`src/hw/rtl/ttrq_pkg.sv`:
```
// ----------------------------------------------------------------------------
// ttrq_pkg
// Shared types and constants of the timed task release queue.
// ----------------------------------------------------------------------------
package ttrq_pkg;

  localparam int DEPTH_DEF     = 32;
  localparam int TASK_BITS_DEF = 6;
  localparam int MAX_RESULTS   = 32;
  localparam int TIME_W        = 16;

  localparam logic [TIME_W-1:0] TPU_RESET = 16'd100;

  typedef enum logic {
    CMD_ADD  = 1'b0,
    CMD_TICK = 1'b1
  } cmd_code_t;

  typedef enum logic [1:0] {
    OC_NONE   = 2'd0,
    OC_START  = 2'd1,
    OC_QUEUED = 2'd2,
    OC_DROP   = 2'd3
  } outcome_t;

  typedef enum logic {
    S_IDLE = 1'b0,
    S_SCAN = 1'b1
  } state_t;

  // controller to datapath
  typedef struct packed {
    logic add;
    logic tick;
    logic pop;
    logic none;
  } dp_cmd_t;

  // datapath to controller
  typedef struct packed {
    logic out_free;
    logic rel;
    logic more;
  } dp_status_t;

endpackage

```
`src/hw/rtl/ttrq_if.sv`:
```
// ----------------------------------------------------------------------------
// ttrq channel interfaces
// Request and result channels with valid/ready handshake.
// ----------------------------------------------------------------------------
interface ttrq_in_if #(
  parameter int TASK_BITS = ttrq_pkg::TASK_BITS_DEF
);
  logic                          valid;
  logic                          ready;
  ttrq_pkg::cmd_code_t           command;
  logic [TASK_BITS-1:0]          task_id;
  logic [ttrq_pkg::TIME_W-1:0]   arrival_time;

  modport source (output valid, command, task_id, arrival_time, input ready);
  modport sink   (input valid, command, task_id, arrival_time, output ready);
endinterface

interface ttrq_out_if #(
  parameter int TASK_BITS = ttrq_pkg::TASK_BITS_DEF
);
  logic                 valid;
  logic                 ready;
  ttrq_pkg::outcome_t   outcome;
  logic [TASK_BITS-1:0] started_task;
  logic                 last;

  modport source (output valid, outcome, started_task, last, input ready);
  modport sink   (input valid, outcome, started_task, last, output ready);
endinterface

```
`src/hw/rtl/timed_task_release_queue.sv`:
```
// ----------------------------------------------------------------------------
// timed_task_release_queue
// Time-sorted task queue that starts tasks when their arrival unit comes due.
// ----------------------------------------------------------------------------
// An add request gives one result: started at once when its arrival equals the
// current time unit, queued into the sorted cell chain (equal arrivals keep
// request order), or dropped when DEPTH tasks are held. A tick gives one empty
// result if nothing is released, else n results for n tasks released at a unit
// boundary (n at most 32), as the chain shifts out one head task per cycle
// while the result register is free; each request's last result carries last.
// Results sit in an output register, so a stalled result holds off the next
// request only while it waits. The user writes ticks_per_unit through cfg_we /
// cfg_wdata only while idle (the block does not enforce it); zero acts as one.
module timed_task_release_queue #(
  parameter int DEPTH     = ttrq_pkg::DEPTH_DEF,
  parameter int TASK_BITS = ttrq_pkg::TASK_BITS_DEF
) (
  input  logic                        clk,
  input  logic                        rst_n,
  input  logic                        cfg_we,
  input  logic [ttrq_pkg::TIME_W-1:0] cfg_wdata,
  ttrq_in_if.sink                     in_ch,
  ttrq_out_if.source                  out_ch
);

  ttrq_pkg::dp_cmd_t    cmd;
  ttrq_pkg::dp_status_t status;

  ttrq_ctrl u_ctrl (
    .clk        (clk),
    .rst_n      (rst_n),
    .in_valid   (in_ch.valid),
    .in_command (in_ch.command),
    .in_ready   (in_ch.ready),
    .status     (status),
    .cmd        (cmd)
  );

  ttrq_datapath #(
    .DEPTH     (DEPTH),
    .TASK_BITS (TASK_BITS)
  ) u_datapath (
    .clk         (clk),
    .rst_n       (rst_n),
    .cfg_we      (cfg_we),
    .cfg_wdata   (cfg_wdata),
    .cmd         (cmd),
    .in_task_id  (in_ch.task_id),
    .in_arrival  (in_ch.arrival_time),
    .out_ready   (out_ch.ready),
    .status      (status),
    .out_valid   (out_ch.valid),
    .out_outcome (out_ch.outcome),
    .out_task    (out_ch.started_task),
    .out_last    (out_ch.last)
  );

  // a tick request blocks the input while its releases are scanned
  a_tick_blocks: assert property (@(posedge clk) disable iff (!rst_n)
    in_ch.valid && in_ch.ready && in_ch.command == ttrq_pkg::CMD_TICK |=> !in_ch.ready)
    else $error("input ready right after a tick request");

  a_one_cmd: assert property (@(posedge clk) disable iff (!rst_n)
    $onehot0({cmd.add, cmd.tick, cmd.pop, cmd.none}))
    else $error("more than one datapath command");

  a_pop_due: assert property (@(posedge clk) disable iff (!rst_n)
    cmd.pop |-> status.rel && status.out_free)
    else $error("release issued without a due head task");

  a_none_last: assert property (@(posedge clk) disable iff (!rst_n)
    out_ch.valid && out_ch.outcome == ttrq_pkg::OC_NONE |-> out_ch.last)
    else $error("empty result not marked last");

endmodule

```
`src/hw/rtl/ttrq_ctrl.sv`:
```
// ----------------------------------------------------------------------------
// ttrq_ctrl
// Sequencer: takes requests and steps the release scan one task per cycle while the result register is free.
// ----------------------------------------------------------------------------
module ttrq_ctrl (
  input  logic                 clk,
  input  logic                 rst_n,
  input  logic                 in_valid,
  input  ttrq_pkg::cmd_code_t  in_command,
  output logic                 in_ready,
  input  ttrq_pkg::dp_status_t status,
  output ttrq_pkg::dp_cmd_t    cmd
);

  ttrq_pkg::state_t state_r;
  ttrq_pkg::state_t state_nxt;

  always_ff @(posedge clk) begin
    if (!rst_n) begin
      state_r <= ttrq_pkg::S_IDLE;
    end else begin
      state_r <= state_nxt;
    end
  end

  always_comb begin
    state_nxt = state_r;
    unique case (state_r)
      ttrq_pkg::S_IDLE: begin
        if (in_valid && status.out_free && in_command == ttrq_pkg::CMD_TICK) begin
          state_nxt = ttrq_pkg::S_SCAN;
        end
      end
      ttrq_pkg::S_SCAN: begin
        // leave after the last release, or after the empty result
        if (status.out_free && !(status.rel && status.more)) begin
          state_nxt = ttrq_pkg::S_IDLE;
        end
      end
      default: state_nxt = ttrq_pkg::S_IDLE;
    endcase
  end

  always_comb begin
    in_ready = 1'b0;
    cmd      = '0;
    unique case (state_r)
      ttrq_pkg::S_IDLE: begin
        in_ready = status.out_free;
        if (in_valid && status.out_free) begin
          cmd.add  = (in_command == ttrq_pkg::CMD_ADD);
          cmd.tick = (in_command == ttrq_pkg::CMD_TICK);
        end
      end
      ttrq_pkg::S_SCAN: begin
        if (status.out_free) begin
          cmd.pop  = status.rel;
          cmd.none = !status.rel;
        end
      end
      default: begin
        in_ready = 1'b0;
      end
    endcase
  end

endmodule

```
`src/hw/rtl/ttrq_datapath.sv`:
```
// ----------------------------------------------------------------------------
// ttrq_datapath
// Sorted cell chain, tick counters, tick period register and result register.
// ----------------------------------------------------------------------------
module ttrq_datapath #(
  parameter int DEPTH     = ttrq_pkg::DEPTH_DEF,
  parameter int TASK_BITS = ttrq_pkg::TASK_BITS_DEF
) (
  input  logic                        clk,
  input  logic                        rst_n,
  input  logic                        cfg_we,
  input  logic [ttrq_pkg::TIME_W-1:0] cfg_wdata,
  input  ttrq_pkg::dp_cmd_t           cmd,
  input  logic [TASK_BITS-1:0]        in_task_id,
  input  logic [ttrq_pkg::TIME_W-1:0] in_arrival,
  input  logic                        out_ready,
  output ttrq_pkg::dp_status_t        status,
  output logic                        out_valid,
  output ttrq_pkg::outcome_t          out_outcome,
  output logic [TASK_BITS-1:0]        out_task,
  output logic                        out_last
);

  localparam int TW = ttrq_pkg::TIME_W;
  localparam int CW = $clog2(DEPTH + 1);
  localparam int NW = $clog2(ttrq_pkg::MAX_RESULTS + 1);
  localparam logic [CW-1:0] FULL_CNT = CW'(DEPTH);
  localparam logic [NW-1:0] MAX_N    = NW'(ttrq_pkg::MAX_RESULTS);
  localparam logic [NW-1:0] MAX_N_M1 = NW'(ttrq_pkg::MAX_RESULTS - 1);

  logic [TASK_BITS-1:0] cell_task_r [DEPTH];
  logic [TW-1:0]        cell_arr_r  [DEPTH];
  logic [CW-1:0]        count_r;
  logic [TW-1:0]        tpu_r;
  logic [TW-1:0]        sub_r;
  logic [TW-1:0]        tu_r;
  logic                 bnd_r;
  logic [NW-1:0]        n_r;

  logic                 out_valid_r;
  ttrq_pkg::outcome_t   out_outcome_r;
  logic [TASK_BITS-1:0] out_task_r;
  logic                 out_last_r;

  logic [DEPTH-1:0] place;
  logic             add_start;
  logic             add_full;
  logic             add_ins;
  logic [TW-1:0]    tpu_eff;
  logic [TW:0]      sub_inc;
  logic             wrap;
  logic             load;

  // cells past the fill count count as later than any arrival
  always_comb begin
    for (int i = 0; i < DEPTH; i++) begin
      place[i] = (CW'(i) >= count_r) || (cell_arr_r[i] > in_arrival);
    end
  end

  assign add_start = (in_arrival == tu_r);
  assign add_full  = (count_r == FULL_CNT);
  assign add_ins   = !add_start && !add_full;

  assign tpu_eff = (tpu_r == '0) ? TW'(1) : tpu_r;
  assign sub_inc = {1'b0, sub_r} + (TW+1)'(1);
  assign wrap    = (sub_inc >= {1'b0, tpu_eff});

  assign status.out_free = !out_valid_r || out_ready;
  assign status.rel      = bnd_r && (count_r != '0) && (n_r < MAX_N) && (cell_arr_r[0] <= tu_r);
  assign status.more     = (count_r > CW'(1)) && (n_r < MAX_N_M1) && (cell_arr_r[1] <= tu_r);

  assign load = cmd.add || cmd.pop || cmd.none;

  for (genvar g = 0; g < DEPTH; g++) begin : g_cell
    always_ff @(posedge clk) begin
      if (cmd.add && add_ins && place[g]) begin
        if (g > 0 && place[(g > 0) ? g - 1 : 0]) begin
          cell_task_r[g] <= cell_task_r[(g > 0) ? g - 1 : 0];
          cell_arr_r[g]  <= cell_arr_r[(g > 0) ? g - 1 : 0];
        end else begin
          cell_task_r[g] <= in_task_id;
          cell_arr_r[g]  <= in_arrival;
        end
      end else if (cmd.pop && g < DEPTH - 1) begin
        cell_task_r[g] <= cell_task_r[(g < DEPTH - 1) ? g + 1 : g];
        cell_arr_r[g]  <= cell_arr_r[(g < DEPTH - 1) ? g + 1 : g];
      end
    end
  end

  always_ff @(posedge clk) begin
    if (!rst_n) begin
      count_r     <= '0;
      tpu_r       <= ttrq_pkg::TPU_RESET;
      sub_r       <= '0;
      tu_r        <= '0;
      bnd_r       <= 1'b0;
      n_r         <= '0;
      out_valid_r <= 1'b0;
    end else begin
      if (cfg_we) begin
        tpu_r <= cfg_wdata;
      end
      if (cmd.add && add_ins) begin
        count_r <= count_r + CW'(1);
      end else if (cmd.pop) begin
        count_r <= count_r - CW'(1);
      end
      if (cmd.tick) begin
        bnd_r <= wrap;
        n_r   <= '0;
        if (wrap) begin
          sub_r <= '0;
          tu_r  <= tu_r + TW'(1);
        end else begin
          sub_r <= sub_inc[TW-1:0];
        end
      end else if (cmd.pop) begin
        n_r <= n_r + NW'(1);
      end
      if (load) begin
        out_valid_r <= 1'b1;
      end else if (out_ready) begin
        out_valid_r <= 1'b0;
      end
    end
  end

  always_ff @(posedge clk) begin
    if (cmd.add) begin
      out_task_r <= in_task_id;
      out_last_r <= 1'b1;
      if (add_start) begin
        out_outcome_r <= ttrq_pkg::OC_START;
      end else if (add_full) begin
        out_outcome_r <= ttrq_pkg::OC_DROP;
      end else begin
        out_outcome_r <= ttrq_pkg::OC_QUEUED;
      end
    end else if (cmd.pop) begin
      out_outcome_r <= ttrq_pkg::OC_START;
      out_task_r    <= cell_task_r[0];
      out_last_r    <= !status.more;
    end else if (cmd.none) begin
      out_outcome_r <= ttrq_pkg::OC_NONE;
      out_task_r    <= '0;
      out_last_r    <= 1'b1;
    end
  end

  assign out_valid   = out_valid_r;
  assign out_outcome = out_outcome_r;
  assign out_task    = out_task_r;
  assign out_last    = out_last_r;

endmodule
```
`src/flat_wrapper.sv`:
```
// flat-port wrapper written by rule: the top's interface ports become plain ports
module timed_task_release_queue_flat 
#(
  parameter int DEPTH     = ttrq_pkg::DEPTH_DEF,
  parameter int TASK_BITS = ttrq_pkg::TASK_BITS_DEF
)
  (clk, rst_n, cfg_we, cfg_wdata, in_ch_valid, in_ch_command, in_ch_task_id, in_ch_arrival_time, in_ch_ready, out_ch_valid, out_ch_outcome, out_ch_started_task, out_ch_last, out_ch_ready);
  ttrq_in_if #(.TASK_BITS(TASK_BITS)) in_ch_i ();
  ttrq_out_if #(.TASK_BITS(TASK_BITS)) out_ch_i ();
  input  logic clk;
  input  logic rst_n;
  input  logic cfg_we;
  input  logic [ttrq_pkg::TIME_W-1:0] cfg_wdata;
  input wire logic [$bits(in_ch_i.valid)-1:0] in_ch_valid;
  input wire logic [$bits(in_ch_i.command)-1:0] in_ch_command;
  input wire logic [$bits(in_ch_i.task_id)-1:0] in_ch_task_id;
  input wire logic [$bits(in_ch_i.arrival_time)-1:0] in_ch_arrival_time;
  output wire logic [$bits(in_ch_i.ready)-1:0] in_ch_ready;
  output wire logic [$bits(out_ch_i.valid)-1:0] out_ch_valid;
  output wire logic [$bits(out_ch_i.outcome)-1:0] out_ch_outcome;
  output wire logic [$bits(out_ch_i.started_task)-1:0] out_ch_started_task;
  output wire logic [$bits(out_ch_i.last)-1:0] out_ch_last;
  input wire logic [$bits(out_ch_i.ready)-1:0] out_ch_ready;
  assign in_ch_i.valid = in_ch_valid;
  assign in_ch_i.command = in_ch_command;
  assign in_ch_i.task_id = in_ch_task_id;
  assign in_ch_i.arrival_time = in_ch_arrival_time;
  assign in_ch_ready = in_ch_i.ready;
  assign out_ch_valid = out_ch_i.valid;
  assign out_ch_outcome = out_ch_i.outcome;
  assign out_ch_started_task = out_ch_i.started_task;
  assign out_ch_last = out_ch_i.last;
  assign out_ch_i.ready = out_ch_ready;
  timed_task_release_queue #(.DEPTH(DEPTH), .TASK_BITS(TASK_BITS)) u_core (.clk(clk), .rst_n(rst_n), .cfg_we(cfg_we), .cfg_wdata(cfg_wdata), .in_ch(in_ch_i), .out_ch(out_ch_i));
endmodule
```
`config.mk`:
```
export PLATFORM = sky130hd
export DESIGN_NAME = timed_task_release_queue_flat
export DESIGN_NICKNAME = d
export VERILOG_FILES = /design/src/hw/rtl/ttrq_pkg.sv /design/src/hw/rtl/ttrq_if.sv /design/src/hw/rtl/timed_task_release_queue.sv /design/src/hw/rtl/ttrq_ctrl.sv /design/src/hw/rtl/ttrq_datapath.sv /design/src/flat_wrapper.sv
export SDC_FILE = /design/constraint.sdc
export NUM_CORES = 2
export LEC_CHECK = 0
export ABC_AREA = 1
export BUFFER_PORTS_ARGS = -buffer_cell sky130_fd_sc_hd__buf_2
export CORE_UTILIZATION = 59
export CTS_CLUSTER_DIAMETER = 30
export DETAILED_ROUTE_END_ITERATION = 6
export GPL_ROUTABILITY_DRIVEN = 0
export PLACE_DENSITY = 0.82
export SLEW_MARGIN = 20
export SYNTH_ARGS = -nofsm -noshare
export SYNTH_HDL_FRONTEND = slang
export SYNTH_SLANG_ARGS = --single-unit
```
`constraint.sdc`:
```
create_clock -name clk -period 4.5 [get_ports clk]
set_input_delay 0.225 -clock clk [delete_from_list [all_inputs] [get_ports clk]]
set_output_delay 0.225 -clock clk [all_outputs]
set_load 0.05 [all_outputs]
```
======== Word-level counts from Yosys, hierarchy flattened ========
Memories as Yosys holds them, arrays and structs flattened.
Index checks and enable logic that the tools add are counted.
storage, ports and cells
  bits in writable memories ............... 704
  logic and storage cells ................. 708
  output and inout port bits .............. 11
  memories ................................ 2
  register bits ........................... 72
operators by class
  multiplexer cells ....................... 399
  eq/ne operators ......................... 2
  reduce and logical (&&, ||, !) cells .... 92
  add/sub/neg operators ................... 5
  bitwise logic cells ..................... 127
  magnitude comparators ................... 70
memories
  name                           words  bits a word  rd ports  clocked after Yosys merged registers in  write ports  line                 source
  u_core.u_datapath.cell_arr_r   32     16           32        0                                        32           ttrq_datapath.sv:32  logic [TW-1:0] cell_arr_r [DEPTH];
  u_core.u_datapath.cell_task_r  32     6            32        0                                        32           ttrq_datapath.sv:31  logic [TASK_BITS-1:0] cell_task_r [DEPTH];
operators with widths
  kind                     count
  $mux W16                 64
  $gt A16 B16 Y1           32
  $mux W6                  67
  $mux W1                  259
  $or A1 B1 Y1             124
  $ge A5 B6 Y1 const A     16
  $ge A4 B6 Y1 const A     8
  $logic_and A1 B1 Y1      43
  $logic_or A1 B1 Y1       35
  $le A16 B16 Y1           2
  $ge A3 B6 Y1 const A     4
  $add A16 B1 Y17 const B  1
  $ge A17 B16 Y1           1
  $add A16 B1 Y16 const B  1
  $eq A16 B16 Y1           1
  $logic_not A16 Y1        1
  $mux W2                  8
  $add A6 B1 Y6 const B    2
  $ge A1 B6 Y1 const A     2
  $ge A2 B6 Y1 const A     2
  $eq A6 B6 Y1 const B     1
  $gt A6 B1 Y1 const B     1
  $logic_not A1 Y1         6
  $lt A6 B5 Y1 const B     1
  9 further kinds          13

======== Logic depth before layout (Yosys ltp) ========
  depth after elaboration ................. 11
  gate-level depth with buffers ........... 19
  mapped depth without buffers ............ 18

======== Cells and area by module ========
A second synthesis with hierarchy kept.
unflattened totals
  cells, all modules ...................... 7981
  area, all modules ....................... 58853.9 µm²
by module, submodules not included
  module         cells each  times used  area each (µm²)
  ttrq_datapath  7963        1           58753.8
  ttrq_ctrl      18          1           100.1

======== Worst setup path after synthesis ========
OpenSTA, ideal clock, no wires.
  path type ............................... input-to-reg
  start point ............................. in in_ch_arrival_time[11]
  end point ............................... mem u_core.u_datapath.cell_arr_r[0][80] (netlist bit), enable pin
  setup time .............................. 432 ps
  cell stages on the path ................. 12
  path slack .............................. -11 ps
  arrival ................................. 4079 ps
  path buffers ............................ 2
  cells stage by stage .................... inv_1 -> clkbuf_1 -> ha_1 -> nand2_1 -> inv_1 -> nand3_1 -> nor3_1 -> nand2_1 -> nand2_1 -> a21oi_1 -> clkbuf_1 -> o21ai_0
RTL lines
  element             line                 source
  start: declaration  flat_wrapper.sv:17   input wire logic [$bits(in_ch_i.arrival_time)-1:0] in_ch_arrival_time;
  end: declaration    ttrq_datapath.sv:32

==> summary.md <==
| Metric | Value |
|---|---|
| Outcome | `complete, but fails checks` |
| Failing checks | `design-rule violations` |
| Post-route DRC | `7` |
| Asr flop ratio synth | `0` |
| CP max FO | `68` |
| Max Cap Violations | `0` |
| Initial DRC Count | `8999` |
| Synthesized-area fraction occupied by and/or/nand/nor cells | `0.341` |
| Adder-cell share of the synthesized area | `0.120` |
| Pins Over Slew Limit | `0` |
| TNS Setup | `0 ps` |
| Slew HR | `0.221` |
| Unrepaired setup endpoints after global routing | `no` |
| Via-per-instance ratio | `~6.4` |
| Layout Nets | `8485` |
| Largest family of logic cells by synthesized area | `simple AND/OR/NAND/NOR gates` |
| Area delta synth->final | `14.4%` |
| Avg Synthesized Cell Area | `about 7.5 µm²` |
| Number of buffers created by CTS | `187` |
| Starting density of the core | `0.597` |
| Layout cell share with drive strength beyond 1 | `0.0790` |
| Synthesized flop and latch total | `776` |
| Chip height | `318 µm` |
| Finish-stage setup viols | `0` |
| CTS sink cnt | `776` |
| Clock transition at path regs | `50 ps` |
| YS warnings | `0` |
| Placed insts | `8910` |
| Hold Violations, Final | `0` |
| Buffers on Ports | `between 50 and 60` |
| CP arrival | `4710 ps` |
| Pin count of the biggest net entering global routing | `169` |
| CTS root buffer | `clkbuf_16` |
| CTS resizes | `0` |
| First-pass DRT Iterations | `7` |
| Ports | `55` |
| Peak supply drop | `0.411 mV` |
| Die W | `approximately 320 µm` |
| Number of synthesized flops with an enable pin | `712` |
| Drt wl/cell | `21.6 µm` |
| H-Tree Depth | `4` |
| Clock Skew | `41.5 ps` |
| First-pass GRT wire length | `312000 µm` |
| Crit. End Element | `flip-flop` |
| Period Utilization, post-route | `0.904` |
| Multiplexer share of the synthesized area | `0` |
| Post-synthesis compound-gate area fraction | `0.0470` |
| Row count | `115` |
| Post-DRT Antenna Nets | `0` |
| Startpoint Class | `flip-flop` |
| Clock Latency Late Sink | `810 ps` |
| Kind of critical path | `flip-flop to flip-flop` |
| Max Root-Sink Buffers | `3` |
| Cell variety after synth | `37` |
| Xor/xnor cell area share of the yosys netlist | `0.00506` |
| Post-Route WL | `202000 µm` |
| Worst Path Required | `5140 ps` |
| GRT Total Usage | `0.388` |
| Post-synth top flop | `edfxtp_1` |
| Fmax | `about 250 MHz` |
| Hold WC Path Type | `input pin to flip-flop` |
| Post-Syn Nets | `8515` |
| Actual slew at the worst max-slew pin | `1170 ps` |
| LEAKAGE | `0.0324 µW` |
| Min Hold Slack | `33.7 ps` |
| Gr ovfl total | `0` |
| Dpl hpwl | `131000 µm` |
| Pwr/cell area | `just over 400 nW/µm²` |
| Core area | `98700 µm²` |
| Final Non-Filler Cells | `9323` |
| Seq/Total Area, Yosys | `0.385` |
| CTS tree | `done` |
| Die area | `101000 µm²` |
| Number of global-route vias before repair | `58100` |
| Initial antenna violation count | `8` |
| Synthesized instance count | `7904` |
| Period minus WS final | `4070 ps` |
| Post-Synthesis Cell Area | `about 59000 µm²` |
| Via Count | `60100` |
[worst max-delay path, cell delays in order (launching register included)]
cell and delay [ps]:
dfxtp_1 580, inv_1 160, ha_1 330, inv_2 130, nor2_1 80, nand3_1 320, nand2_2 240, nor2_8 460
buf_12 380, nand3_2 500, nand2_1 250, nand3_1 270, nand2_1 150
[timing repair]
item / 4_1_cts / 5_1_grt
hold buffers: 62 / 0
setup buffers: 0 / 0
endpoints found under the hold margin: 48 / 0
[power by group]
group          switching, µW  internal [µW]  total (µW)
Combinational           3010           1250        4260
Sequential               467           8560        9030
Clock                   4630           9180       13800
[cells in the mapped netlist, types with 32 or more instances]
library cell,count,share of area
nand3_1,761,0.065
ha_1,567,0.12
nand2_1,2766,0.18
buf_2,223,0.019
dfxtp_1,64,0.022
edfxtp_1,712,0.36
nor2_1,254,0.016
nand4_1,700,0.074
xor2_1,34,0.0051
a21oi_1,281,0.024
inv_2,32,0.0020
o21ai_0,164,0.014
clkbuf_1,205,0.013
inv_1,924,0.059
[logic make-up (layout without fill, tap and decap cells)]
family / count (synthesis) / after routing
AND/OR/NAND/NOR: 4548 / 4548
buffers and inverters: 1456 / 1585
flip-flops: 776 / 776
adder cells (fa/ha/maj): 567 / 567
AO/OA/AOI/OAI: 523 / 523
XOR/XNOR: 34 / 34
other: 0 / 3
[final timing paths]
check / end / depth (start not counted) / slack, ps / start
worst min-delay path: u_core.u_datapath.cell_task_r[0][0] / 3 / 30 / in_ch_task_id[0]
worst max register to register: u_core.u_datapath.cell_arr_r[1][100] / 12 / 430 / u_core.u_datapath.count_r[1]
worst max-delay path: u_core.u_datapath.cell_arr_r[1][100] / 12 / 430 / u_core.u_datapath.count_r[1]
worst min register to register: u_core.u_datapath.bnd_r / 2 / 470 / u_core.u_datapath.bnd_r
[cell usage in the layout (no fill, tap or decap), drive strengths merged, types with 2 or more instances in the layout]
master,count
a21oi,291
clkinvlp,22
diode,3
clkinv,90
clkbuf,219
inv,949
nand3,792
edfxtp,712
o21ai,180
dfxtp,64
nand2,2769
a21o,31
o22ai,15
a31oi,2
o21a,2
bufinv,25
xor2,34
nor3,17
ha,567
nand4,700
nor2,259
nor4,8
dlygate4sd3,62
buf,218
[through the flow]
stage                     cell area (µm²)   util  setup WS, ps  power (µW)
final                               67400  0.682           431       27100
after global routing                67400  0.682           336       27800
after CTS                           67200  0.681           638       26800
after detailed placement            60200  0.610           615       13100
after global placement              60100  0.609           715       12900
after floorplan                     58900      -          55.1       11700
[area by class of cell]
class,instances,area [µm²]
antenna,3,7.51
clock buffer,219,4880
clock inverter,129,1540
fill,7419,31400
inverter,957,3620
multi-input combinational,5672,30500
sequential,776,22700
tap,1287,1610
timing repair buffer,280,2500
[layer usage]
layer	part of all wire	GRT usage
met4	0.073	0.258
met1	0.35	0.470
met5	0.00028	0
met2	0.44	0.603
met3	0.14	0.109
[flip-flops by register name, summed over array words and instances (netlist names)]
register	flops
u_core.u_datapath.bnd_r	1
u_core.u_ctrl.state_r	1
u_core.u_datapath.tpu_r	16
u_core.u_datapath.out_valid	1
u_core.u_datapath.cell_task_r	192
u_core.u_datapath.cell_arr_r	512
u_core.u_datapath.out_last	1
u_core.u_datapath.tu_r	16
u_core.u_datapath.sub_r	16
u_core.u_datapath.n_r	6
u_core.u_datapath.count_r	6
u_core.u_datapath.out_task	6
u_core.u_datapath.out_outcome	2
Power figures use the tool's default switching activity.
